### src/hdl/tera_pkg.sv
// Shared types and constants for the triple echo ranging alarm core.
// Depends on nothing; used by every module of the block.
package tera_pkg;

    // Channel count and the lanes that actually carry an echo line
    localparam int CHANNELS  = 3;
    localparam int WIRED     = 3;
    localparam int WIRED_CNT = (CHANNELS < WIRED) ? CHANNELS : WIRED;

    localparam int TIMER_W = 16;
    localparam int DIST_W  = 10;
    localparam int MODE_W  = 2;

    // distance = floor(dur * 5 / 580) = floor(dur / 116); done as a multiply by
    // ceil(2^23 / 116) and a shift, exact for every 16-bit duration
    localparam int             RECIP_SHIFT = 23;
    localparam int             PROD_W      = 33;
    localparam logic [16:0]    RECIP_MUL   = 17'd72316;

    localparam logic [DIST_W-1:0] LIMIT_RESET = 10'd10;

    // Request commands
    localparam logic CMD_SAMPLE  = 1'b0;
    localparam logic CMD_REFRESH = 1'b1;

    // Alarm mode codes
    localparam logic [MODE_W-1:0] MODE_CLEAR  = 2'd0;
    localparam logic [MODE_W-1:0] MODE_LEFT   = 2'd1;
    localparam logic [MODE_W-1:0] MODE_CENTER = 2'd2;
    localparam logic [MODE_W-1:0] MODE_RIGHT  = 2'd3;

    typedef struct packed {
        logic                 cmd;
        logic [WIRED-1:0]     echo_levels;
        logic [TIMER_W-1:0]   timer_value;
    } tera_req_t;

    typedef struct packed {
        logic [MODE_W-1:0]    alarm_mode;
        logic [DIST_W-1:0]    dist_left;
        logic [DIST_W-1:0]    dist_center;
        logic [DIST_W-1:0]    dist_right;
        logic [WIRED-1:0]     new_mask;
    } tera_rsp_t;

    // Per-lane status handed to the merge stage
    typedef struct packed {
        logic done;   // falling edge finished a measurement
        logic hit;    // new distance is at or below the limit
        logic far;    // stored distance exceeds the limit
    } tera_lane_t;

    // Alarm code of a lane
    function automatic logic [MODE_W-1:0] lane_code(input int idx);
        case (idx)
            0:       lane_code = MODE_LEFT;
            1:       lane_code = MODE_CENTER;
            2:       lane_code = MODE_RIGHT;
            default: lane_code = MODE_CLEAR;
        endcase
    endfunction

endpackage

### src/hdl/tera_lane.sv
// One echo channel: edge detection, start time capture and distance scaling.
// Depends on tera_pkg.
module tera_lane (
    input  logic                          clk,
    input  logic                          rst_n,
    input  logic                          en,
    input  logic                          level,
    input  logic [tera_pkg::TIMER_W-1:0]  timer_value,
    input  logic [tera_pkg::DIST_W-1:0]   limit,
    output logic [tera_pkg::DIST_W-1:0]   dist_next,
    output tera_pkg::tera_lane_t          stat
);
    import tera_pkg::*;

    logic                 prev_level_reg;
    logic [TIMER_W-1:0]   start_reg;
    logic [DIST_W-1:0]    dist_reg;
    logic [TIMER_W-1:0]   dur;
    logic [PROD_W-1:0]    prod;
    logic [DIST_W-1:0]    dist_new;
    logic                 rise;
    logic                 fall;

    assign rise = en && level && !prev_level_reg;
    assign fall = en && !level && prev_level_reg;

    // Scale the wrapped duration to centimeters
    assign dur      = timer_value - start_reg;
    assign prod     = PROD_W'(dur) * PROD_W'(RECIP_MUL);
    assign dist_new = prod[RECIP_SHIFT +: DIST_W];

    assign dist_next = fall ? dist_new : dist_reg;
    assign stat.done = fall;
    assign stat.hit  = fall && (dist_new <= limit);
    assign stat.far  = dist_reg > limit;

    // Track the line level and the stored distance
    always_ff @(posedge clk or negedge rst_n)
    begin
        if (!rst_n)
        begin
            prev_level_reg <= 1'b0;
            dist_reg       <= '0;
        end
        else if (en)
        begin
            prev_level_reg <= level;
            dist_reg       <= dist_next;
        end
    end

    // Latch the start time on a rising edge
    always_ff @(posedge clk)
    begin
        if (rise)
        begin
            start_reg <= timer_value;
        end
    end

endmodule

### src/hdl/tera_merge.sv
// Merge stage: combines lane status into the alarm mode and holds it.
// Depends on tera_pkg.
module tera_merge (
    input  logic                                    clk,
    input  logic                                    rst_n,
    input  logic                                    acc,
    input  logic                                    cmd,
    input  tera_pkg::tera_lane_t [tera_pkg::WIRED_CNT-1:0] stat,
    output logic [tera_pkg::MODE_W-1:0]             mode_next
);
    import tera_pkg::*;

    logic [MODE_W-1:0]    mode_reg;
    logic                 all_far;

    // Resolve the next mode; later lanes override earlier ones
    always_comb
    begin
        all_far   = 1'b1;
        mode_next = mode_reg;
        for (int i = 0; i < WIRED_CNT; i++)
        begin
            all_far = all_far && stat[i].far;
        end
        if (acc)
        begin
            if (cmd == CMD_REFRESH)
            begin
                if (all_far)
                begin
                    mode_next = MODE_CLEAR;
                end
            end
            else
            begin
                for (int i = 0; i < WIRED_CNT; i++)
                begin
                    if (stat[i].hit)
                    begin
                        mode_next = lane_code(i);
                    end
                end
            end
        end
    end

    // Hold the mode
    always_ff @(posedge clk or negedge rst_n)
    begin
        if (!rst_n)
        begin
            mode_reg <= MODE_CLEAR;
        end
        else
        begin
            mode_reg <= mode_next;
        end
    end

endmodule

### src/hdl/triple_echo_ranging_alarm_core.sv
// Triple echo ranging alarm: top level with the lanes, merge stage and output register.
// Depends on tera_pkg, tera_lane and tera_merge.
//
// Each request is one sample of the three echo lines plus the timer, or a refresh
// command, and gives exactly one response in the cycle after it is taken. A request can be
// taken every cycle: each channel lane does its subtraction and constant multiply in
// the accepting cycle, so the throughput is one request per clock, limited only by the
// response register being drained. The near limit is written through cfg_valid/cfg_data
// and resets to 10; cfg_ready is always high.
module triple_echo_ranging_alarm_core (
    input  logic                          clk,
    input  logic                          rst_n,
    input  logic                          req_valid,
    output logic                          req_ready,
    input  tera_pkg::tera_req_t           req,
    output logic                          rsp_valid,
    input  logic                          rsp_ready,
    output tera_pkg::tera_rsp_t           rsp,
    input  logic                          cfg_valid,
    output logic                          cfg_ready,
    input  logic [tera_pkg::DIST_W-1:0]   cfg_data
);
    import tera_pkg::*;

    logic                           req_acc;
    logic                           sample_en;
    logic [DIST_W-1:0]              limit_reg;
    logic                           rsp_valid_reg;
    tera_rsp_t                      rsp_reg;
    tera_rsp_t                      rsp_next;
    tera_lane_t [WIRED_CNT-1:0]     stat;
    logic [DIST_W-1:0]              dist_all [WIRED];
    logic [WIRED-1:0]               done_mask;
    logic [MODE_W-1:0]              mode_next;

    assign req_ready = !rsp_valid_reg || rsp_ready;
    assign req_acc   = req_valid && req_ready;
    assign sample_en = req_acc && (req.cmd == CMD_SAMPLE);
    assign cfg_ready = 1'b1;
    assign rsp_valid = rsp_valid_reg;
    assign rsp       = rsp_reg;

    // Lanes for wired channels; absent channels read as zero
    for (genvar g = 0; g < WIRED; g++)
    begin : g_lane
        if (g < WIRED_CNT)
        begin : g_on
            tera_lane u_lane (
                .clk         (clk),
                .rst_n       (rst_n),
                .en          (sample_en),
                .level       (req.echo_levels[g]),
                .timer_value (req.timer_value),
                .limit       (limit_reg),
                .dist_next   (dist_all[g]),
                .stat        (stat[g])
            );
            assign done_mask[g] = stat[g].done;
        end
        else
        begin : g_off
            assign dist_all[g]  = '0;
            assign done_mask[g] = 1'b0;
        end
    end

    tera_merge u_merge (
        .clk       (clk),
        .rst_n     (rst_n),
        .acc       (req_acc),
        .cmd       (req.cmd),
        .stat      (stat),
        .mode_next (mode_next)
    );

    // Assemble the response
    always_comb
    begin
        rsp_next.alarm_mode  = mode_next;
        rsp_next.dist_left   = dist_all[0];
        rsp_next.dist_center = dist_all[1];
        rsp_next.dist_right  = dist_all[2];
        rsp_next.new_mask    = done_mask;
    end

    // Hold the limit and the response valid flag
    always_ff @(posedge clk or negedge rst_n)
    begin
        if (!rst_n)
        begin
            limit_reg     <= LIMIT_RESET;
            rsp_valid_reg <= 1'b0;
        end
        else
        begin
            if (cfg_valid)
            begin
                limit_reg <= cfg_data;
            end
            if (req_acc)
            begin
                rsp_valid_reg <= 1'b1;
            end
            else if (rsp_ready)
            begin
                rsp_valid_reg <= 1'b0;
            end
        end
    end

    // Advance the response payload on each taken request
    always_ff @(posedge clk)
    begin
        if (req_acc)
        begin
            rsp_reg <= rsp_next;
        end
    end

endmodule

### config.mk
export PLATFORM = sky130hd
export DESIGN_NAME = triple_echo_ranging_alarm_core
export DESIGN_NICKNAME = d
export VERILOG_FILES = /design/src/hdl/tera_pkg.sv /design/src/hdl/tera_lane.sv /design/src/hdl/tera_merge.sv /design/src/hdl/triple_echo_ranging_alarm_core.sv
export SDC_FILE = /design/constraint.sdc
export NUM_CORES = 1
export LEC_CHECK = 0
export BUFFER_PORTS_ARGS = -buffer_cell sky130_fd_sc_hd__buf_4
export CAP_MARGIN = 20
export CORE_UTILIZATION = 25
export CTS_CLUSTER_DIAMETER = 60
export DETAILED_ROUTE_END_ITERATION = 8
export PLACE_DENSITY_LB_ADDON = 0.05
export REMOVE_ABC_BUFFERS = 1
export SKIP_LAST_GASP = 1
export SLEW_MARGIN = 10
export SYNTH_ARGS = -nofsm -noshare
export SYNTH_HDL_FRONTEND = slang
export SYNTH_HIERARCHICAL = 1
export SYNTH_SLANG_ARGS = --single-unit
### constraint.sdc
create_clock -name clk -period 21.8 [get_ports clk]
set_clock_uncertainty 0.2 [all_clocks]
set_input_delay 1.09 -clock clk [delete_from_list [all_inputs] [get_ports clk]]
set_output_delay 1.09 -clock clk [all_outputs]
set_load 0.005 [all_outputs]
==> results.yml, run 1 <==
run_status:
  status: "finished, final reports clean"
synth:
  synth.avg_cell_area_um2: 10.0
  ys_async_sr_fraction: 0.357
  yosysMostFrequentCell: "inv_1"
  ys_seq_area_frac: 0.168
  ys_types: 87
  synth_top_flop_cell: "edfxtp_1"
  syn_inst: 2170
  synth_warnings: 6
  synth_area_um2: 21700
  synth_top_area_share: 0.259
  ys_top_cells_by_area: "ha_1, fa_1, edfxtp_1"
  yosys-top-cells-count: "inv_1, ha_1, fa_1"
  synth_seq_cells: 129
  synth_top_area_cell: "ha_1"
  synth_enable_flop_cells: 83
setup_path:
  crit_required_ps: 21940
  cp_slowest_cell: "o21ai_0"
  max_stage_delay_ps: 690
  crit_path_max_fanout: 6
  arrival_ps: 11020
  path_delay_family: "adder cells"
  setup.worst_path.start_class: "primary input"
  cp_num_buf_inv: 8
  worst_setup_path_end_kind: "flop"
  worstSetupPathType: "primary input to flop"
clocking:
  worstSkewPairLatency_ps: 490
  clockBufferDepth: 2
  path_clk_slew_ps: 70
  cts_setup_buffers: 0
  cts_tree: "yes"
  clock-sinks: 129
  root_buffer: "clkbuf_16"
  cts_buffers: 17
  cts_hold_buf: 0
  cts_resized: 0
  htree_num_levels: 4
sta:
  layout_min_cycle_time_ps: 10880
  tightestPinTransition_ps: 1020
  drv_slew: 0
  rsz0062_at_grt: "false"
  slew_headroom: 0.304
  max_freq_ghz: 0.0919
  finalHoldViolCount: 0
  setup_viol: 0
  tns_ps: 0
  fin_crit_sh: 0.499
floorplan:
  die_w_um: 297
  rows: 107
  core_region_area_um2: 85500
  start_util: 0.254
  die-area_um2: 88000
  ioPinCount: 73
  die_height_um: 297
grt:
  grt_max_degree: 47
  grt_use_total: 0.146
  antenna_found_initial: 4
  grt_pass1_vias: 16000
  grt-ovfl-total: 0
  grt_pass1_wl_um: 95500
route:
  avgRoutedWirePerCell_um: 18.0
  first_pass_iters: 5
  remaining_drc_errors: 0
  vias: 14900
  first_iter_violations: 601
  ant_nets: 0
  vias_per_cell: 4.37
  wl_um: 61400
placed_design:
  gp_congestion: 0.810
  port_buffers: 71
  hpwl_um: 54300
cells_and_area:
  final_nets: 2976
  synthToLayoutAreaGrowth_pct: 11.7
  final_core_util: 0.283
  multi_input_area_um2: 15900
  seq_area_um2: 3650
  nFillCells: 9069
  drive_above_1_share: 0.0931
  largest_reg_flops: 48
job:
  drv.max_cap_violation_count: 0
hold_path:
  hold_path.class: "flop to flop"
==> final timing paths <==
path,slack (ps),endpoint,depth (start not counted),start
setup / recovery,10920,rsp[34]$_DFFE_PP_,40,req[0]
hold / removal,310,g_lane[0].g_on.u_lane/dist_reg[0]$_DFFE_PN0P_,2,g_lane[0].g_on.u_lane/dist_reg[0]$_DFFE_PN0P_
setup reg to reg,11420,rsp[34]$_DFFE_PP_,38,g_lane[2].g_on.u_lane/start_reg[0]$_DFFE_PP_
hold reg to reg,310,g_lane[0].g_on.u_lane/dist_reg[0]$_DFFE_PN0P_,2,g_lane[0].g_on.u_lane/dist_reg[0]$_DFFE_PN0P_
max in group asynchronous,20470,g_lane[2].g_on.u_lane/dist_reg[2]$_DFFE_PN0P_,1,rst_n
min in group asynchronous,430,g_lane[1].g_on.u_lane/dist_reg[6]$_DFFE_PN0P_,1,rst_n
==> cells in the final DEF (no fill, tap or decap), types with 15 or more instances in the layout <==
cell type / n
a21o_1: 48
a21oi_1: 100
and3_1: 22
buf_4: 81
clkbuf_16: 17
dfrtp_1: 44
edfxtp_1: 83
fa_1: 237
ha_1: 450
inv_1: 556
mux2_2: 45
nand2_1: 53
nand3_1: 27
nand4_1: 19
nor2_1: 38
nor2b_1: 16
nor3_1: 15
o21a_1: 16
o21ai_0: 58
xnor2_1: 80
xor2_1: 34
==> logic make-up (layout without fill, tap and decap cells) <==
group / Yosys count / after routing / synth area share
mux: 57 / 57 / 0.0312
compound gates: 350 / 350 / 0.111
fa+ha+maj: 687 / 687 / 0.478
other cells: 1 / 3 / 0.000173
simple gates: 255 / 255 / 0.0625
flops: 129 / 129 / 0.168
xor+xnor: 116 / 116 / 0.0478
buf+inv: 575 / 672 / 0.102
==> metrics by stage <==
step	cell area [um2]	hold WS [ps]	cells	setup WS (ps)
floorplan	21600	263	2153	11920
global placement	23600	294	3377	10550
detailed placement	23600	288	3377	10430
CTS	24200	304	3409	10960
global route	24200	344	3411	10340
finish	24200	306	3413	10920
==> layout make-up <==
| cell class | instances | area share |
|---|---|---|
| Inverter | 558 | 0.0864 |
| Timing Repair Buffer | 82 | 0.0262 |
| Multi-Input combinational cell | 1466 | 0.654 |
| Clock inverter | 14 | 0.00588 |
| Sequential cell | 129 | 0.150 |
| Antenna cell | 2 | 0.000206 |
| Tap cell | 1144 | 0.0590 |
| Clock buffer | 18 | 0.0177 |
==> worst min-delay path, cell delays in order, from the launching register on <==
cell     delay, ps
dfrtp_1        350
nand2_1         60
o21ai_0         70
==> metal layers <==
| metal | up-vias | wire length, um | GRT usage |
|---|---|---|---|
| met5 | - | 23 | 0 |
| met3 | 54 | 1730 | 0.0214 |
| met1 | 7239 | 31000 | 0.209 |
| met4 | 4 | 1260 | 0.0435 |
| li1 | 7416 | - | - |
| met2 | 193 | 27400 | 0.226 |
Power of run 1 is left out: the tool's default activity adds up to more than one toggle a clock period on the data nets, which glitch-free logic cannot reach.
==> run 2: changes to the inputs <==
==> constraint.sdc (replaced) <==
create_clock -name clk -period 8.9 [get_ports clk]
set_clock_uncertainty 0.2 [all_clocks]
set_input_delay 0.445 -clock clk [delete_from_list [all_inputs] [get_ports clk]]
set_output_delay 0.445 -clock clk [all_outputs]
set_load 0.005 [all_outputs]
==> run 2 against run 1 <==
  * The run now ends with setup timing left
  * Final area up 18%
  * Setup slack worse by 11000 ps
  * Via count up 11%
  * Non-clock buffer count up 453
  * Critical endpoint unchanged
  * Count of clock-buffer cells in the layout down 1
  * Register-to-register slack got worse by 12000 ps
  * Global-route usage up 1.1 points
  * Core utilization grew 5.2 points
  * Sequential share of layout area decreased by 2.3 points
  * Sequential cell count stayed put
  * Wire length up 8.3%
  * Die area unchanged
==> results.yml, run 2 (synthesis results as in run 1) <==
run_status:
  status: "finished with violations"
  violations: "setup timing"
sta:
  fin_crit_sh: 1.04
  finalHoldViolCount: 0
  setup_ws_ps: -375
  setup_viol: 4
  drv_slew: 0
  max_freq_ghz: 0.108
  slew_headroom: 0.492
  rsz0062_at_grt: "true"
  layout_min_cycle_time_ps: 9280
  tightestPinTransition_ps: 757
route:
  vias: 16600
  first_iter_violations: 537
  first_pass_iters: 6
  ant_nets: 0
  avgRoutedWirePerCell_um: 17.2
  remaining_drc_errors: 0
  wl_um: 66400
  vias_per_cell: 4.30
placed_design:
  hpwl_um: 57900
  place_area_um2: 26600
  port_buffers: 71
  gp_congestion: 0.796
  dpl_worst_slack_ps: -1320
  dp_cells: 3769
grt:
  grt-ovfl-total: 0
  grt_pass1_wl_um: 103000
  grt_pass1_vias: 17800
  grt_use_total: 0.158
  antenna_found_initial: 1
  grt_max_degree: 47
setup_path:
  max_stage_delay_ps: 540
  r2r_setup_slack_ps: -380
  r2r_start: "g_lane[2].g_on.u_lane/start_reg[0]$_DFFE_PP_"
  cp_slowest_cell: "fa_1"
  cp_num_buf_inv: 13
  worstSetupPathType: "flop to flop"
  reg2reg_depth: 43
  arrival_ps: 9310
  rr_endpoint: "rsp[34]$_DFFE_PP_"
  crit_path_max_fanout: 4
  path_delay_family: "adder cells"
  crit_required_ps: 8930
  setup.worst_path.start_class: "flop"
  cpMostUsedCell: "inv_2"
  worst_setup_path_end_kind: "flop"
job:
  drv.max_cap_violation_count: 0
hold_path:
  whs_path_depth: 1
  worst_hold_path.endpoint: "g_lane[2].g_on.u_lane/start_reg[13]$_DFFE_PP_"
  worstHoldStart: "req[13]"
  hold_path.class: "primary input to flop"
clocking:
  path_clk_slew_ps: 70
  root_buffer: "clkbuf_16"
  worstSkewPairLatency_ps: 500
  clock-sinks: 129
  cts_tree: "yes"
  clockBufferDepth: 2
  cts_buffers: 17
  htree_num_levels: 4
floorplan:
  core_region_area_um2: 85500
  die-area_um2: 88000
  die_height_um: 297
  die_w_um: 297
  start_util: 0.254
  rows: 107
  ioPinCount: 73
cells_and_area:
  nFillCells: 8890
  final_common_cell: "inv_1"
  fin_cells: 3864
  final_cell_mix: "inv_1, buf_4, ha_1"
  num_antenna_cells: 0
  drive_above_1_share: 0.281
  synthToLayoutAreaGrowth_pct: 32.0
  final_nets: 3429
  stdcell_area_um2: 28700
  final_core_util: 0.335
  largest_reg_flops: 48
==> run 2: cell count changes in the layout (fill, tap and decap cells not counted), moves of 16 or more <==
| cell | previous run | this run |
|---|---|---|
| a21oi_1 | 100 | 84 |
| buf_4 | 81 | 499 |
| dlygate4sd3_1 | 0 | 25 |
| ha_1 | 450 | 427 |
| ha_4 | 0 | 21 |
| xnor2_1 | 80 | 61 |
| xnor2_2 | 1 | 18 |
==> run 2: cell type report <==
type	instances	area, um2	area share
clock inverter	15	166	0.00581
inverter	558	2090	0.0731
sequential	129	3650	0.127
tap	1144	1430	0.0500
multi-input combinational	1466	16800	0.585
timing repair buffer	535	4120	0.144
clock buffer	17	425	0.0148
==> run 2: stage by stage <==
step | setup TNS, ps | hold WS (ps)
after floorplan | -662 | -50.6
after global placement | -4800 | 298
after detailed placement | -4780 | 300
after CTS | -1570 | 6.60
after global routing | -2520 | 30.3
final | -1120 | 61.5
==> run 2: how the worst max path moves through the flow <==
stage	startpoint	end	slack, ps	cells past startpoint
floorplan	req[1]	rsp[34]$_DFFE_PP_	-340	34
global placement	req[0]	rsp[34]$_DFFE_PP_	-1310	42
finish	g_lane[2].g_on.u_lane/start_reg[0]$_DFFE_PP_	rsp[34]$_DFFE_PP_	-380	43
detailed placement	req[0]	rsp[34]$_DFFE_PP_	-1320	42
CTS	g_lane[2].g_on.u_lane/start_reg[0]$_DFFE_PP_	rsp[34]$_DFFE_PP_	-480	40
global route	g_lane[0].g_on.u_lane/start_reg[1]$_DFFE_PP_	rsp[34]$_DFFE_PP_	-710	43
==> run 2: repair_timing <==
| action | CTS | global route |
|---|---|---|
| hold buffers | 25 | 0 |
| pin swaps | 120 | 75 |
| endpoints found under the hold margin | 73 | 0 |
| gates resized for setup | 126 | 50 |
| setup buffers | 27 | 13 |
| setup endpoints to repair | 4 | 4 |
==> run 2: layer usage <==
layer,track usage,wire length (um)
met5,0,12
met4,0.0366,964
met3,0.0202,1140
met2,0.255,31100
met1,0.222,33300
Power of run 2 is left out for the same reason.
